--- src/rtl/psg_pkg.sv ---
// ----------------------------------------------------------------------------
// psg_pkg
// shared types, codes and the volume table of the tone/noise generator
// ----------------------------------------------------------------------------
`default_nettype none

package psg_pkg;

    localparam int TONE_W   = 10;
    localparam int PERIOD_W = 12;
    localparam int VOL_W    = 14;
    localparam int SHIFT_W  = 17;
    localparam int SUM_W    = 17;
    localparam int SAMPLE_W = 16;
    localparam int CFG_IDX_W  = 3;
    localparam int CFG_DATA_W = 10;

    typedef enum logic [1:0] {
        ACT_TICK   = 2'd0,
        ACT_WRITE  = 2'd1,
        ACT_STEREO = 2'd2
    } action_t;

    typedef enum logic [CFG_IDX_W-1:0] {
        CFG_FREQ_LIMIT  = 3'd0,
        CFG_TAP_FIRST   = 3'd1,
        CFG_TAP_SECOND  = 3'd2,
        CFG_SHIFT_WIDTH = 3'd3,
        CFG_ZERO_MAX    = 3'd4,
        CFG_CH_ENABLE   = 3'd5
    } cfg_index_t;

    localparam logic [2:0] ADDR_TONE0 = 3'd0;
    localparam logic [2:0] ADDR_VOL0  = 3'd1;
    localparam logic [2:0] ADDR_TONE1 = 3'd2;
    localparam logic [2:0] ADDR_VOL1  = 3'd3;
    localparam logic [2:0] ADDR_TONE2 = 3'd4;
    localparam logic [2:0] ADDR_VOL2  = 3'd5;
    localparam logic [2:0] ADDR_NOISE = 3'd6;
    localparam logic [2:0] ADDR_VOL3  = 3'd7;

    localparam logic [3:0]          VOL_OFF       = 4'hF;
    localparam logic [PERIOD_W-1:0] PERIOD_ZERO_MAX = 12'h400;
    localparam logic [PERIOD_W-1:0] NOISE_BASE    = 12'd32;
    localparam logic [SHIFT_W-1:0]  SHIFT_RESET   = 17'h10000;
    localparam logic [1:0]          NOISE_SLAVED  = 2'd3;

    typedef struct packed {
        logic [3:0]                level;
        logic [3:0][PERIOD_W-1:0]  period;
        logic [3:0][3:0]           vol_code;
        logic [3:0]                enable;
        logic [7:0]                mask;
        logic [9:0]                freq_limit;
    } mix_in_t;

    // 2 dB attenuation steps, code 15 is silence
    function automatic logic [VOL_W-1:0] vol_level(input logic [3:0] code);
        logic [VOL_W-1:0] v;
        case (code)
            4'd0:    v = 14'd8192;
            4'd1:    v = 14'd6507;
            4'd2:    v = 14'd5169;
            4'd3:    v = 14'd4106;
            4'd4:    v = 14'd3261;
            4'd5:    v = 14'd2591;
            4'd6:    v = 14'd2058;
            4'd7:    v = 14'd1635;
            4'd8:    v = 14'd1298;
            4'd9:    v = 14'd1031;
            4'd10:   v = 14'd819;
            4'd11:   v = 14'd651;
            4'd12:   v = 14'd517;
            4'd13:   v = 14'd411;
            4'd14:   v = 14'd326;
            default: v = 14'd0;
        endcase
        return v;
    endfunction

endpackage

`default_nettype wire

--- src/rtl/psg_tone_noise_generator.sv ---
// ----------------------------------------------------------------------------
// psg_tone_noise_generator
// three square-tone channels and one LFSR noise channel with stereo output
// ----------------------------------------------------------------------------
// Input items: a tick advances the channel counters and
// the noise shift register and its stereo sample lands in the output register
// at the same edge, while register byte writes and stereo mask writes update
// state and give no sample. A new item is taken every cycle as long as the
// output register is empty or its sample is being taken in that cycle, so the
// sustained rate is one item per clock, set by the single output register.
// Configuration writes are taken in any cycle and act at once.
// ----------------------------------------------------------------------------
`default_nettype none

module psg_tone_noise_generator (
    input  wire logic                                    clk,
    input  wire logic                                    rst_n,
    input  wire logic                                    in_valid,
    output logic                                         in_ready,
    input  wire logic [1:0]                              action,
    input  wire logic [7:0]                              data_byte,
    output logic                                         out_valid,
    input  wire logic                                    out_ready,
    output logic signed [psg_pkg::SAMPLE_W-1:0]          left_sample,
    output logic signed [psg_pkg::SAMPLE_W-1:0]          right_sample,
    input  wire logic                                    cfg_valid,
    output logic                                         cfg_ready,
    input  wire logic [psg_pkg::CFG_IDX_W-1:0]           cfg_index,
    input  wire logic [psg_pkg::CFG_DATA_W-1:0]          cfg_data
);
    import psg_pkg::*;

    // configuration
    logic [9:0] freq_limit_reg;
    logic [3:0] tap_first_reg;
    logic [3:0] tap_second_reg;
    logic [4:0] shift_width_reg;
    logic       zero_max_reg;
    logic [3:0] ch_enable_reg;

    // generator state
    logic [2:0][TONE_W-1:0]   tone_reg,        tone_next;
    logic [3:0][PERIOD_W-1:0] period_reg,      period_next;
    logic [3:0][PERIOD_W-1:0] count_reg,       count_next;
    logic [3:0]               level_reg,       level_next;
    logic [3:0][3:0]          vol_reg,         vol_next;
    logic [SHIFT_W-1:0]       noise_shift_reg, noise_shift_next;
    logic [2:0]               noise_mode_reg,  noise_mode_next;
    logic [2:0]               latched_reg,     latched_next;
    logic [7:0]               stereo_mask_reg, stereo_mask_next;

    // output register
    logic                       out_valid_reg, out_valid_next;
    logic signed [SAMPLE_W-1:0] left_reg,      left_next;
    logic signed [SAMPLE_W-1:0] right_reg,     right_next;

    logic                       in_xfer;
    logic                       busy;
    logic [3:0]                 fb_pos;
    logic [SHIFT_W-1:0]         fb_mask;
    logic                       tap_a;
    logic                       tap_c;
    logic [2:0]                 reg_sel;
    logic                       latch;
    logic [1:0]                 tone_idx;
    logic [TONE_W-1:0]          tone_val;
    logic [PERIOD_W-1:0]        tone_period;
    mix_in_t                    mix;
    logic signed [SAMPLE_W-1:0] mix_left;
    logic signed [SAMPLE_W-1:0] mix_right;

    assign in_ready     = !out_valid_reg || out_ready;
    assign in_xfer      = in_valid && in_ready;
    assign cfg_ready    = 1'b1;
    assign out_valid    = out_valid_reg;
    assign left_sample  = left_reg;
    assign right_sample = right_reg;

    // configuration port
    always_ff @(posedge clk or negedge rst_n)
    begin
        if (!rst_n)
        begin
            freq_limit_reg  <= 10'd2;
            tap_first_reg   <= 4'd0;
            tap_second_reg  <= 4'd3;
            shift_width_reg <= 5'd16;
            zero_max_reg    <= 1'b0;
            ch_enable_reg   <= 4'hF;
        end
        else if (cfg_valid && cfg_ready)
        begin
            unique case (cfg_index)
                CFG_FREQ_LIMIT:  freq_limit_reg  <= cfg_data[9:0];
                CFG_TAP_FIRST:   tap_first_reg   <= cfg_data[3:0];
                CFG_TAP_SECOND:  tap_second_reg  <= cfg_data[3:0];
                CFG_SHIFT_WIDTH: shift_width_reg <= cfg_data[4:0];
                CFG_ZERO_MAX:    zero_max_reg    <= cfg_data[0];
                CFG_CH_ENABLE:   ch_enable_reg   <= cfg_data[3:0];
                default:         ;
            endcase
        end
    end

    // feedback position from the clamped shift width
    always_comb
    begin
        if (shift_width_reg == 5'd0)
            fb_pos = 4'd0;
        else if (shift_width_reg > 5'd16)
            fb_pos = 4'd15;
        else
            fb_pos = 4'(shift_width_reg - 5'd1);
        fb_mask = {{(SHIFT_W-1){1'b0}}, 1'b1} << fb_pos;
    end

    always_comb
    begin
        busy = (period_reg[0] != '0) || (period_reg[1] != '0) || (period_reg[2] != '0);
        for (int i = 0; i < 4; i++)
        begin
            if (vol_reg[i] != VOL_OFF)
                busy = 1'b1;
        end
    end

    assign tap_a = noise_shift_reg[tap_first_reg];
    assign tap_c = noise_shift_reg[tap_second_reg] & noise_mode_reg[2];

    // register byte decode
    assign latch    = data_byte[7];
    assign reg_sel  = latch ? data_byte[6:4] : latched_reg;
    assign tone_idx = reg_sel[2:1];
    assign tone_val = latch ? {tone_reg[tone_idx][TONE_W-1:4], data_byte[3:0]}
                            : {data_byte[5:0], tone_reg[tone_idx][3:0]};
    assign tone_period = (tone_val == '0 && zero_max_reg) ? PERIOD_ZERO_MAX
                                                          : {2'b00, tone_val};

    always_comb
    begin
        tone_next        = tone_reg;
        period_next      = period_reg;
        count_next       = count_reg;
        level_next       = level_reg;
        vol_next         = vol_reg;
        noise_shift_next = noise_shift_reg;
        noise_mode_next  = noise_mode_reg;
        latched_next     = latched_reg;
        stereo_mask_next = stereo_mask_reg;

        if (in_xfer)
        begin
            case (action)
                ACT_TICK:
                begin
                    if (busy)
                    begin
                        for (int i = 0; i < 4; i++)
                        begin
                            if (count_reg[i] <= 12'd1)
                            begin
                                count_next[i] = period_reg[i];
                                if (i < 3)
                                    level_next[i] = ~level_reg[i];
                            end
                            else
                            begin
                                count_next[i] = count_reg[i] - 12'd1;
                            end
                        end
                        if (count_reg[3] <= 12'd1)
                        begin
                            noise_shift_next = (noise_shift_reg >> 1)
                                             | ((tap_a != tap_c) ? fb_mask : '0);
                            level_next[3]    = noise_shift_next[0];
                        end
                    end
                end
                ACT_WRITE:
                begin
                    if (latch)
                        latched_next = data_byte[6:4];
                    unique case (reg_sel) inside
                        ADDR_TONE0, ADDR_TONE1, ADDR_TONE2:
                        begin
                            tone_next[tone_idx]   = tone_val;
                            period_next[tone_idx] = tone_period;
                            if (reg_sel == ADDR_TONE2 && noise_mode_reg[1:0] == NOISE_SLAVED)
                                period_next[3] = {tone_period[PERIOD_W-2:0], 1'b0};
                        end
                        ADDR_VOL0, ADDR_VOL1, ADDR_VOL2, ADDR_VOL3:
                        begin
                            vol_next[reg_sel[2:1]] = data_byte[3:0];
                        end
                        ADDR_NOISE:
                        begin
                            noise_mode_next  = data_byte[2:0];
                            noise_shift_next = fb_mask;
                            if (data_byte[1:0] == NOISE_SLAVED)
                                period_next[3] = {period_reg[2][PERIOD_W-2:0], 1'b0};
                            else
                                period_next[3] = NOISE_BASE << data_byte[1:0];
                        end
                        default: ;
                    endcase
                end
                ACT_STEREO:
                begin
                    stereo_mask_next = data_byte;
                end
                default: ;
            endcase
        end
    end

    always_comb
    begin
        mix.level      = level_next;
        mix.period     = period_reg;
        mix.vol_code   = vol_reg;
        mix.enable     = ch_enable_reg;
        mix.mask       = stereo_mask_reg;
        mix.freq_limit = freq_limit_reg;
    end

    psg_mixer u_mixer (
        .mix        (mix),
        .left_half  (mix_left),
        .right_half (mix_right)
    );

    always_comb
    begin
        out_valid_next = out_valid_reg;
        left_next      = left_reg;
        right_next     = right_reg;
        if (in_xfer && action == ACT_TICK)
        begin
            out_valid_next = 1'b1;
            left_next      = busy ? mix_left  : '0;
            right_next     = busy ? mix_right : '0;
        end
        else if (out_ready)
        begin
            out_valid_next = 1'b0;
        end
    end

    always_ff @(posedge clk or negedge rst_n)
    begin
        if (!rst_n)
        begin
            tone_reg        <= {3{10'd1}};
            period_reg      <= '0;
            count_reg       <= '0;
            level_reg       <= '0;
            vol_reg         <= {4{VOL_OFF}};
            noise_shift_reg <= SHIFT_RESET;
            noise_mode_reg  <= 3'd1;
            latched_reg     <= 3'd0;
            stereo_mask_reg <= 8'hFF;
            out_valid_reg   <= 1'b0;
        end
        else
        begin
            tone_reg        <= tone_next;
            period_reg      <= period_next;
            count_reg       <= count_next;
            level_reg       <= level_next;
            vol_reg         <= vol_next;
            noise_shift_reg <= noise_shift_next;
            noise_mode_reg  <= noise_mode_next;
            latched_reg     <= latched_next;
            stereo_mask_reg <= stereo_mask_next;
            out_valid_reg   <= out_valid_next;
        end
    end

    // sample payload
    always_ff @(posedge clk)
    begin
        left_reg  <= left_next;
        right_reg <= right_next;
    end

endmodule

`default_nettype wire

--- src/rtl/psg_mixer.sv ---
// ----------------------------------------------------------------------------
// psg_mixer
// per-channel contribution and stereo sum, halved to a 16-bit sample
// ----------------------------------------------------------------------------
`default_nettype none

module psg_mixer (
    input  psg_pkg::mix_in_t                     mix,
    output logic signed [psg_pkg::SAMPLE_W-1:0]  left_half,
    output logic signed [psg_pkg::SAMPLE_W-1:0]  right_half
);
    import psg_pkg::*;

    logic signed [VOL_W:0] contrib [4];
    logic signed [SUM_W-1:0] l_sum;
    logic signed [SUM_W-1:0] r_sum;
    logic signed [SUM_W-1:0] l_shift;
    logic signed [SUM_W-1:0] r_shift;

    always_comb
    begin
        for (int i = 0; i < 4; i++)
        begin
            logic signed [VOL_W:0] vol;
            logic signed [VOL_W:0] swing;
            vol   = {1'b0, vol_level(mix.vol_code[i])};
            swing = mix.level[i] ? vol : -vol;
            if (!mix.enable[i])
            begin
                contrib[i] = '0;
            end
            else if (i == 3)
            begin
                contrib[i] = swing;
            end
            else if (mix.period[i] > 12'd1)
            begin
                // tones at or below the frequency limit are silenced
                if (mix.period[i] <= {2'b00, mix.freq_limit})
                    contrib[i] = '0;
                else
                    contrib[i] = swing;
            end
            else
            begin
                contrib[i] = vol;
            end
        end
    end

    always_comb
    begin
        l_sum = '0;
        r_sum = '0;
        for (int i = 0; i < 4; i++)
        begin
            if (mix.mask[4+i])
                l_sum = l_sum + {{(SUM_W-VOL_W-1){contrib[i][VOL_W]}}, contrib[i]};
            if (mix.mask[i])
                r_sum = r_sum + {{(SUM_W-VOL_W-1){contrib[i][VOL_W]}}, contrib[i]};
        end
    end

    assign l_shift    = l_sum >>> 1;
    assign r_shift    = r_sum >>> 1;
    assign left_half  = l_shift[SAMPLE_W-1:0];
    assign right_half = r_shift[SAMPLE_W-1:0];

endmodule

`default_nettype wire

--- config.mk ---
export PLATFORM = sky130hd
export DESIGN_NAME = psg_tone_noise_generator
export DESIGN_NICKNAME = d
export VERILOG_FILES = /design/src/rtl/psg_pkg.sv /design/src/rtl/psg_tone_noise_generator.sv /design/src/rtl/psg_mixer.sv
export SDC_FILE = /design/constraint.sdc
export NUM_CORES = 1
export LEC_CHECK = 0
export ABC_AREA = 1
export ABC_CLOCK_PERIOD_IN_PS = 25700
export BUFFER_PORTS_ARGS = -buffer_cell sky130_fd_sc_hd__buf_2
export CORE_MARGIN = 2
export CORE_UTILIZATION = 50
export DETAILED_ROUTE_END_ITERATION = 8
export PLACE_DENSITY = 0.66
export SLEW_MARGIN = 10
export SYNTH_ARGS = -nofsm -noshare
export SYNTH_HDL_FRONTEND = slang
export SYNTH_HIERARCHICAL = 1
export SYNTH_SLANG_ARGS = --single-unit
--- constraint.sdc ---
create_clock -name clk -period 25.7 [get_ports clk]
set_input_delay 0 -clock clk [delete_from_list [all_inputs] [get_ports clk]]
set_output_delay 0 -clock clk [all_outputs]
set_load 0.05 [all_outputs]
==> results of run 1 <==
timing repair:
item	CTS	global route
gates resized for setup	0	0
hold buffers	29	0
endpoints found under the setup margin	0	0
setup buffers	0	0
endpoints found under the hold margin	153	0
power by group through the flow:
stage | registers, mW | logic, mW | clock network (mW)
after floorplan | 0.598 | 1.03 | 0
after global placement | 0.627 | 1.31 | 0
after detailed placement | 0.632 | 1.33 | 0
after CTS | 0.626 | 1.34 | 0.416
after global routing | 0.645 | 1.54 | 0.428
final | 0.628 | 1.35 | 0.406
metal layers:
metal  wire [um]  vias up  GRT usage
met2       30680      654     0.5138
li1            -    10340          -
met3        3599      120    0.03471
met4        1902        0    0.08251
met1       29300     9793     0.4007
met5           0        -          0
stage by stage:
step	worst slack, ns	cell area (um^2)	util	total power [mW]	hold slack, ns
3_5_place_dp	17.20	21730	0.5205	1.961	0.2406
6_report	17.10	22990	0.5505	2.388	0.01670
3_3_place_gp	17.52	21730	0.5205	1.938	0.2358
4_1_cts	17.15	22990	0.5505	2.385	0.00006173
2_1_floorplan	16.88	21080	-	1.629	-0.2956
5_1_grt	16.24	22990	0.5505	2.613	0.01324
synth_stat cells (13+ instances only):
library cell	instances	area (um^2)
a21oi_1	203	1016
a31oi_1	24	150.1
buf_2	27	135.1
clkbuf_1	32	120.1
dfrtp_1	166	4154
dfstp_2	37	972.2
edfxtp_1	32	960.9
ha_1	159	1989
inv_1	405	1520
inv_2	23	86.33
nand2_1	786	2950
nand2_2	18	112.6
nand3_1	166	830.8
nand4_1	34	212.7
nor2_1	351	1318
nor2_2	16	100.1
nor3_1	46	230.2
o21ai_0	269	1346
o21ai_1	25	125.1
o21ai_2	31	271.5
o22ai_1	14	87.58
or2_2	13	81.33
xnor2_1	36	315.3
xor2_1	72	630.6
worst max path at each step:
| stage | end | cells after the start | slack (ns) | start |
|---|---|---|---|---|
| 3_5_place_dp | left_sample[15]$_SDFFCE_PP0P_ | 42 | 17.20 | out_valid$_DFFE_PN0P_ |
| 3_3_place_gp | left_sample[15]$_SDFFCE_PP0P_ | 44 | 17.52 | mix[36]$_DFFE_PN1P_ |
| 5_1_grt | left_sample[15]$_SDFFCE_PP0P_ | 43 | 16.24 | out_valid$_DFFE_PN0P_ |
| 6_report | left_sample[15]$_SDFFCE_PP0P_ | 42 | 17.10 | out_valid$_DFFE_PN0P_ |
| 4_1_cts | left_sample[15]$_SDFFCE_PP0P_ | 42 | 17.15 | out_valid$_DFFE_PN0P_ |
| 2_1_floorplan | right_sample[15]$_SDFFCE_PP0P_ | 46 | 16.88 | out_valid$_DFFE_PN0P_ |
worst register-to-register path, delay by kind of cell (launching register included):
family	cells	cell delay, ns
simple gates	19	3.06
compound gates	12	2.63
fa+ha+maj	3	1.00
buf+inv	4	0.65
xor+xnor	4	0.60
flops	1	0.37
layout make-up:
cell class	instances	area, um^2	share of cell area
timing repair buffer	95	641.9	0.02792
tap	539	674.4	0.02934
inverter	437	1642	0.07141
sequential	235	6087	0.2648
clock inverter	10	87.58	0.003810
clock buffer	42	874.6	0.03805
multi-input combinational	2395	12980	0.5647
cell families (layout without fill, tap and decap cells):
logic type / count (synthesis) / after routing
other: 2 / 4
buffers and inverters: 511 / 584
XOR/XNOR: 109 / 109
AND/OR/NAND/NOR: 1473 / 1473
flip-flops: 235 / 235
multiplexers: 5 / 5
AO/OA/AOI/OAI: 639 / 639
adder cells (fa/ha/maj): 165 / 165
==> flow_summary.yaml, run 1 <==
yosys:
  synth_xor_area_frac: 0.04567
  synthArstFlopShare: 0.8638
  synthSimpleGateAreaFrac: 0.2951
  synth_cell_types: 67
  syn-cell-area_um2: 21070
  synth_fa_ha_area_frac: 0.1001
  synth-edff-count: 32
  synth_top_family_by_area: "simple AND/OR/NAND/NOR gates"
  yosysWarnings: 6
  synth_cells: 3139
  synth_compound_area_frac: 0.1714
  ys_seq_area_frac: 0.2889
  syn_avg_cell_area_um2: 6.712
  ys.flop_type: "dfrtp_1"
  synthMuxAreaShare: 0.002672
  synth_seq_cells: 235
power:
  p_int_mw: 1.213
  power_leakage_nw: 11.60
  powerDensity_nw_per_um2: 103.9
  p_sw_mw: 1.176
  comb_power_share: 0.567
  swShare: 0.4923
  seq_power_share: 0.263
  ir_drop_mv: 0.07167
  pwr-share-clk: 0.170
clock_tree:
  clk_pin_slew_ns: 0.06
  clock-sinks: 235
  clk_latency_ns: 0.60
  cts_root_buf: "clkbuf_16"
  h-tree-depth: 1
  cts_tree: "done"
  cts_buffers: 28
  clk_path_buf_depth: 3
final_layout:
  synthToLayoutAreaGrowth_pct: 9.104
  fillers: 4134
  final_net_count: 3385
  final_common_cell: "nand2_1"
  layout.cells.non_filler: 3753
  drive_gt1_frac: 0.09054
  n_antenna_cell: 0
  largest_register_ffs: 61
  final_cell_mix: "nand2_1 (786), inv_1 (405), nor2_1 (350), o21ai_0 (269), a21oi_1 (203)"
worst_setup_path:
  cp.arrival_ns: 8.86
  crit_top_cell: "nand2_1"
  critical_path.slowest_cell: "nor2_4"
  startpoint_type: "register"
  slowest_delay_ns: 0.81
  critPathMaxFanout: 34
  cp-end-kind: "register"
  reg2reg_slack_ns: 17.10
  required_ns: 25.96
  crit_family: "simple AND/OR/NAND/NOR gates"
  worst-setup-path-type: "register to register"
  reg2reg_depth: 42
  cp_num_buf_inv: 4
  r2r-end: "left_sample[15]$_SDFFCE_PP0P_"
  r2r-start: "out_valid$_DFFE_PN0P_"
grt:
  grtUsageTotal: 0.2996
  grt_max_degree: 135
  antenna_found_initial: 0
  grt_pass1_vias: 20150
  grt_overflow_total: 0
  grt_pass1_wl_um: 106000
floorplanning:
  fp.dieArea_um2: 43800
  fp.dieH_um: 209.3
  fp-row-count: 75
  boundaryPins: 63
  core_um2: 41760
  start_util: 0.5045
  die_w_um: 209.3
sta:
  finalCritPeriodShare: 0.3346
  tightest_slew_ns: 1.078
  worst_clock_skew_ns: 0.06408
  fin_setup_tns_ns: 0
  grt_setup_unrepaired: "no"
  fin_crit_ns: 8.599
  max_slew_margin: 0.2795
  setup_viol: 0
  fmax_mhz: 116.3
  drv_slew: 0
  hold_viol_final: 0
drt:
  drc: 0
  vias: 20910
  ant_nets: 0
  vias_per_cell: 5.572
  post_drt_wl_per_cell_um: 17.45
  drt_pass1_iterations: 6
  finalWirelength_um: 65480
  drt_iter0_markers: 1784
worst_hold_path:
  min_path_cells: 4
  hold_end: "tap_second_reg[1]$_DFFE_PN1P_"
  min_from: "cfg_index[0]"
  hold_class: "primary input to register"
placed_design:
  dpl.hpwl_um: 50880
  place.gp.congestion: 0.9883
  io_buffers: 61
  placed_cells: 3672
status:
  status: "complete, no violations"
flow_run:
  max_cap_viol_count: 0
Note: power is estimated with default switching activity, not from simulation.
==> run 2: changes to the inputs <==
ABC_AREA = 0   (was 1)
ABC_CLOCK_PERIOD_IN_PS = 7580   (was 25700)
PLACE_DENSITY = 0.69   (was 0.66)
clock period = 7.58 ns   (was 25.7 ns; I/O delays follow)
==> run 2 against run 1 <==
  * The run now ends with setup timing left
  * Cell area is 9.5% higher
  * Clock skew is 0.037 ns lower
  * Die area is 3.5% lower
  * Critical path type unchanged
  * Largest cell class unchanged
==> flow_summary.yaml, run 2 <==
status:
  status: "finished with violations"
  violations: "setup timing"
drt:
  vias_per_cell: 5.922
  finalWirelength_um: 62120
  wl_met3_um: 2815
  post_drt_wl_per_cell_um: 19.02
  wl_met2_um: 30130
  drc: 0
  vias: 19340
  drt_iter0_markers: 1272
  top_layer: "met4"
  ant_nets: 0
  wl_met1_um: 26770
  drt_pass1_iterations: 6
worst_setup_path:
  r2r-start: "freq_limit_reg[1]$_DFFE_PN1P_"
  worst-setup-path-type: "register to register"
  r2r-end: "left_sample[15]$_SDFFCE_PP0P_"
  slowest_delay_ns: 0.55
  cp-end-kind: "register"
  critical_path.slowest_cell: "or4_4"
  reg2reg_depth: 35
  startpoint_type: "register"
  critPathMaxFanout: 5
  required_ns: 7.88
  cp.arrival_ns: 7.90
  reg2reg_slack_ns: -0.03
  crit_top_cell: "o21a_1"
yosys:
  synth_top_family_by_area: "simple AND/OR/NAND/NOR gates"
  synth_cells: 2411
  synth_common_cells: "nand2_1 (259), nor2_1 (250), a21oi_1 (192)"
  synthArstFlopShare: 0.8638
  netlist.area_leader.share: 0.2045
  yosys-top-cells-area: "dfrtp_1 (20%), ha_1 (9.8%), mux2_2 (5.8%)"
  synth-edff-count: 32
  synth_compound_area_frac: 0.2058
  synth_cell_types: 106
  ys_seq_area_frac: 0.2996
  synth_seq_cells: 235
  yosysWarnings: 6
  synth_fa_ha_area_frac: 0.1038
  ys.flop_type: "dfrtp_1"
  synthMostInstantiatedCell: "nand2_1"
  synth_top_area_cell: "dfrtp_1"
  synthSimpleGateAreaFrac: 0.2128
  synth_xor_area_frac: 0.05259
  synthMuxAreaShare: 0.08665
  syn-cell-area_um2: 20320
  syn_avg_cell_area_um2: 8.427
floorplanning:
  boundaryPins: 63
  start_util: 0.5090
  fp-row-count: 73
  fp.dieH_um: 205.6
  core_um2: 39910
  fp.dieArea_um2: 42260
  die_w_um: 205.6
power:
  comb_power_share: 0.676
  seq_power_share: 0.199
  powerDensity_nw_per_um2: 425.8
  p_int_mw: 5.916
  total_power_mw: 10.72
  ir_drop_mv: 0.2301
  swShare: 0.4483
  pwr-share-clk: 0.125
  p_sw_mw: 4.808
  power_leakage_nw: 11.58
placed_design:
  io_buffers: 61
  dpl.hpwl_um: 46370
  place.gp.congestion: 0.9569
  dp_slack_ns: -0.3766
grt:
  grt_pass1_vias: 19060
  grtUsageTotal: 0.2885
  grt_max_degree: 96
  grt_overflow_total: 0
  grt_pass1_wl_um: 98030
  antenna_found_initial: 0
clock_tree:
  h-tree-depth: 1
  clk_path_buf_depth: 3
  cts_root_buf: "clkbuf_16"
  clk_latency_ns: 0.58
  cts_tree: "done"
  cts_buffers: 26
  clk_pin_slew_ns: 0.06
  clock-sinks: 235
final_layout:
  n_antenna_cell: 0
  final_common_cell: "buf_4"
  largest_register_ffs: 61
  final_net_count: 2914
  final_cell_mix: "buf_4 (274), nand2_1 (258), nor2_1 (237), a21oi_1 (174), dfrtp_1 (165)"
  post-route-util: 0.6309
  drive_gt1_frac: 0.2645
  synthToLayoutAreaGrowth_pct: 23.94
  fillers: 3295
worst_hold_path:
  hold_end: "stereo_mask_reg[7]$_DFFE_PN1P_"
  min_path_cells: 3
  min_from: "action[1]"
  hold_class: "primary input to register"
sta:
  max_slew_margin: 0.1960
  drv_slew: 0
  setup_viol: 1
  fin_crit_ns: 7.607
  finalCritPeriodShare: 1.004
  fmax_mhz: 131.5
  grt_setup_unrepaired: "yes"
  finalWorstSetupSlack_ns: -0.02700
  worst_clock_skew_ns: 0.02724
  hold_viol_final: 0
  tightest_slew_ns: 1.197
flow_run:
  max_cap_viol_count: 0
==> run 2: layer usage <==
metal  global-route usage  vias up
li1                     -     9343
met1               0.3691     9339
met2               0.5072      521
met3              0.02962      138
met4              0.09841        0
met5                    0        -
==> run 2: logic make-up after synthesis <==
kind of cell	count (synthesis)
simple gates	885
compound gates	660
flops	235
buf+inv	196
fa+ha+maj	165
mux	146
xor+xnor	122
other cells	2
==> run 2: worst max-delay path: cells and delay by family, from the launching register on <==
family / cells / cell delay, ns
mux: 1 / 0.28
buf+inv: 2 / 0.19
simple gates: 8 / 1.79
flops: 1 / 0.54
compound gates: 16 / 2.87
fa+ha+maj: 4 / 1.06
xor+xnor: 4 / 0.58
==> run 2: final cells by class <==
class                   count  area (um^2)  area share
multi-input cells        1985        14370      0.5707
flip-flops and latches    235         6088      0.2418
repair buffers            376         2795      0.1110
clock buffers              36        728.2     0.02892
well taps                 525        656.9     0.02609
inverters                  97        369.1     0.01466
clock inverters            12        173.9    0.006906
==> run 2: through the flow <==
step / instance area (um^2) / hold slack, ns / std cells / setup TNS, ns
final: 25180 / 0.01780 / 3266 / -0.02700
after global routing: 25180 / 0.06120 / 3266 / -1.320
after CTS: 24530 / 0.02010 / 3253 / -0.08316
after detailed placement: 22880 / 0.1366 / 3162 / -1.590
after global placement: 22880 / 0.1269 / 3162 / -0.6687
after floorplan: 20360 / -0.2956 / 2416 / 0
==> run 2: worst max path at each step <==
stage	start	endpoint	slack [ns]	cells past startpoint
2_1_floorplan	freq_limit_reg[1]$_DFFE_PN1P_	left_sample[15]$_SDFFCE_PP0P_	0.02	37
6_report	freq_limit_reg[1]$_DFFE_PN1P_	left_sample[15]$_SDFFCE_PP0P_	-0.03	35
4_1_cts	freq_limit_reg[1]$_DFFE_PN1P_	left_sample[15]$_SDFFCE_PP0P_	-0.04	37
3_5_place_dp	freq_limit_reg[1]$_DFFE_PN1P_	right_sample[14]$_SDFFCE_PP0P_	-0.38	39
3_3_place_gp	freq_limit_reg[1]$_DFFE_PN1P_	left_sample[15]$_SDFFCE_PP0P_	-0.25	35
5_1_grt	freq_limit_reg[1]$_DFFE_PN1P_	left_sample[15]$_SDFFCE_PP0P_	-0.37	37
==> run 2: repair_timing <==
action | CTS | global route
setup buffers | 6 | 14
endpoints found under the hold margin | 156 | 0
pin swaps | 39 | 55
resized for setup | 70 | 111
hold buffers | 37 | 0
setup endpoints to repair | 9 | 12
==> run 2: power groups by stage <==
stage | logic, mW | clock network [mW] | registers [mW]
3_5_place_dp | 6.51 | 0 | 2.12
3_3_place_gp | 6.33 | 0 | 2.11
5_1_grt | 7.91 | 1.41 | 2.18
4_1_cts | 6.76 | 1.37 | 2.11
6_report | 7.25 | 1.34 | 2.13
2_1_floorplan | 4.25 | 0 | 2.10
==> run 3: changes to the inputs <==
BUFFER_PORTS_ARGS = -buffer_cell sky130_fd_sc_hd__buf_4   (was -buffer_cell sky130_fd_sc_hd__buf_2)
==> run 3 against run 2 <==
  * The run now ends clean
  * Critical path type unchanged
  * Register-to-register slack better by 0.03 ns
  * Die area stayed put
  * Core utilization is 1.0 points higher
  * Worst setup slack better by 0.027 ns
  * Hold slack better by 0.0018 ns
  * Combinational power is 0.7% higher
  * Routed wire length is 2.3% higher
  * Critical endpoint unchanged
  * Clock power is 6% higher
==> flow_summary.yaml, run 3 (synthesis results as in run 2) <==
worst_setup_path:
  reg2reg_depth: 37
  cp-end-kind: "register"
  crit_top_cell: "o21a_1"
  cp.arrival_ns: 7.89
  reg2reg_slack_ns: 0.0003
  worst-setup-path-type: "register to register"
  required_ns: 7.89
  r2r-end: "left_sample[15]$_SDFFCE_PP0P_"
  critical_path.slowest_cell: "dfstp_2"
  r2r-start: "freq_limit_reg[1]$_DFFE_PN1P_"
  startpoint_type: "register"
  critPathMaxFanout: 4
  slowest_delay_ns: 0.54
power:
  ir_drop_mv: 0.2593
  powerDensity_nw_per_um2: 424.1
  power_leakage_nw: 11.80
floorplanning:
  start_util: 0.5090
  die_w_um: 205.6
  core_um2: 39910
  fp.dieArea_um2: 42260
  fp.dieH_um: 205.6
  boundaryPins: 63
  fp-row-count: 73
sta:
  fmax_mhz: 131.9
  worst_clock_skew_ns: 0.02186
  setup_viol: 0
  holdWs_ns: 0.01957
  tightest_slew_ns: 1.122
  fin_crit_ns: 7.580
  drv_slew: 0
  fin_setup_tns_ns: 0
  max_slew_margin: 0.2495
  finalCritPeriodShare: 1.000
  grt_setup_unrepaired: "yes"
  hold_viol_final: 0
drt:
  drt_pass1_iterations: 5
  vias: 19620
  post_drt_wl_per_cell_um: 19.26
  ant_nets: 0
  drc: 0
  drt_iter0_markers: 1360
  vias_per_cell: 5.945
  finalWirelength_um: 63560
clock_tree:
  clock-sinks: 235
  cts_buffers: 28
  cts_root_buf: "clkbuf_16"
  clk_pin_slew_ns: 0.06
  clk_latency_ns: 0.59
  cts_tree: "done"
  clk_path_buf_depth: 3
  h-tree-depth: 1
final_layout:
  final_common_cell: "buf_4"
  multi_input_area_um2: 14320
  final_cell_mix: "buf_4 (361), nand2_1 (258), nor2_1 (239), a21oi_1 (175), dfrtp_1 (165)"
  final_net_count: 2946
  n_antenna_cell: 0
  drive_gt1_frac: 0.2706
  largest_register_ffs: 61
  post-route-util: 0.6410
  synthToLayoutAreaGrowth_pct: 25.93
  register_area_um2: 6088
  fillers: 3268
  fin_area_um2: 25580
worst_hold_path:
  hold_class: "primary input to register"
  min_path_cells: 4
  hold_end: "stereo_mask_reg[7]$_DFFE_PN1P_"
  min_from: "action[1]"
grt:
  grt_max_degree: 75
  grt_overflow_total: 0
  antenna_found_initial: 0
  grt_pass1_wl_um: 99340
  grt_pass1_vias: 19140
  grtUsageTotal: 0.2952
placed_design:
  dpl.hpwl_um: 47420
  place.gp.congestion: 0.9281
  io_buffers: 61
  place_area_um2: 23180
status:
  status: "complete, no violations"
flow_run:
  max_cap_viol_count: 0
run 3: changes by cell type in the layout (fill, tap and decap cells not counted), sizes merged:
cell,previous run,this run
bufinv,3,4
clkinvlp,4,3
dlygate4sd3,37,40
buf,338,365
clkinv,7,14
clkbuf,37,34
run 3: timing repair:
action / in CTS / in global routing
setup endpoints to repair: 8 / 13
hold buffers: 41 / 0
hold endpoints to repair: 145 / 0
pin swaps: 32 / 57
buffers inserted: 8 / 16
resized for setup: 56 / 119
run 3: layout make-up:
cell class	count	share of cell area
multi-input combinational	1985	0.5596
inverter	97	0.01443
timing repair buffer	406	0.1245
sequential	235	0.2380
tap	525	0.02567
clock inverter	19	0.008950
clock buffer	33	0.02890
run 3: worst max-delay path, delay by kind of cell, from the launching register on:
family,cells,cell delay [ns]
flops,1,0.54
mux,1,0.29
buf+inv,3,0.28
fa+ha+maj,5,1.26
simple gates,7,1.00
xor+xnor,4,0.61
compound gates,17,3.28
run 3: how the worst max path moves through the flow:
| stage | start | to | slack (ns) |
|---|---|---|---|
| after CTS | freq_limit_reg[1]$_DFFE_PN1P_ | left_sample[15]$_SDFFCE_PP0P_ | 0.002 |
| after global routing | freq_limit_reg[1]$_DFFE_PN1P_ | left_sample[15]$_SDFFCE_PP0P_ | -0.26 |
| final | freq_limit_reg[1]$_DFFE_PN1P_ | left_sample[15]$_SDFFCE_PP0P_ | 0.0003 |
| after detailed placement | freq_limit_reg[1]$_DFFE_PN1P_ | left_sample[15]$_SDFFCE_PP0P_ | -0.35 |
| after global placement | freq_limit_reg[1]$_DFFE_PN1P_ | right_sample[14]$_SDFFCE_PP0P_ | -0.24 |
| after floorplan | freq_limit_reg[1]$_DFFE_PN1P_ | left_sample[15]$_SDFFCE_PP0P_ | 0.02 |
run 3: metal layers:
layer | GRT usage | wire, um
met2 | 0.5130 | 30990
met5 | 0 | 0
met4 | 0.1100 | 2487
met3 | 0.04498 | 3451
met1 | 0.3695 | 26640
run 3: power breakdown:
| group | internal, mW | total (mW) | switching [mW] |
|---|---|---|---|
| clock network | 0.837 | 1.42 | 0.588 |
| logic | 3.43 | 7.30 | 3.87 |
| registers | 1.74 | 2.12 | 0.384 |
| total | 6.01 | 10.9 | 4.85 |
run 3: stage by stage:
| step | total power [mW] | instances | worst slack [ns] |
|---|---|---|---|
| 3_5_place_dp | 8.764 | 3183 | -0.3480 |
| 2_1_floorplan | 6.357 | 2416 | 0.01562 |
| 3_3_place_gp | 8.585 | 3183 | -0.2377 |
| 5_1_grt | 11.62 | 3300 | -0.2642 |
| 6_report | 10.85 | 3300 | 0.0003295 |
| 4_1_cts | 10.42 | 3284 | 0.001891 |
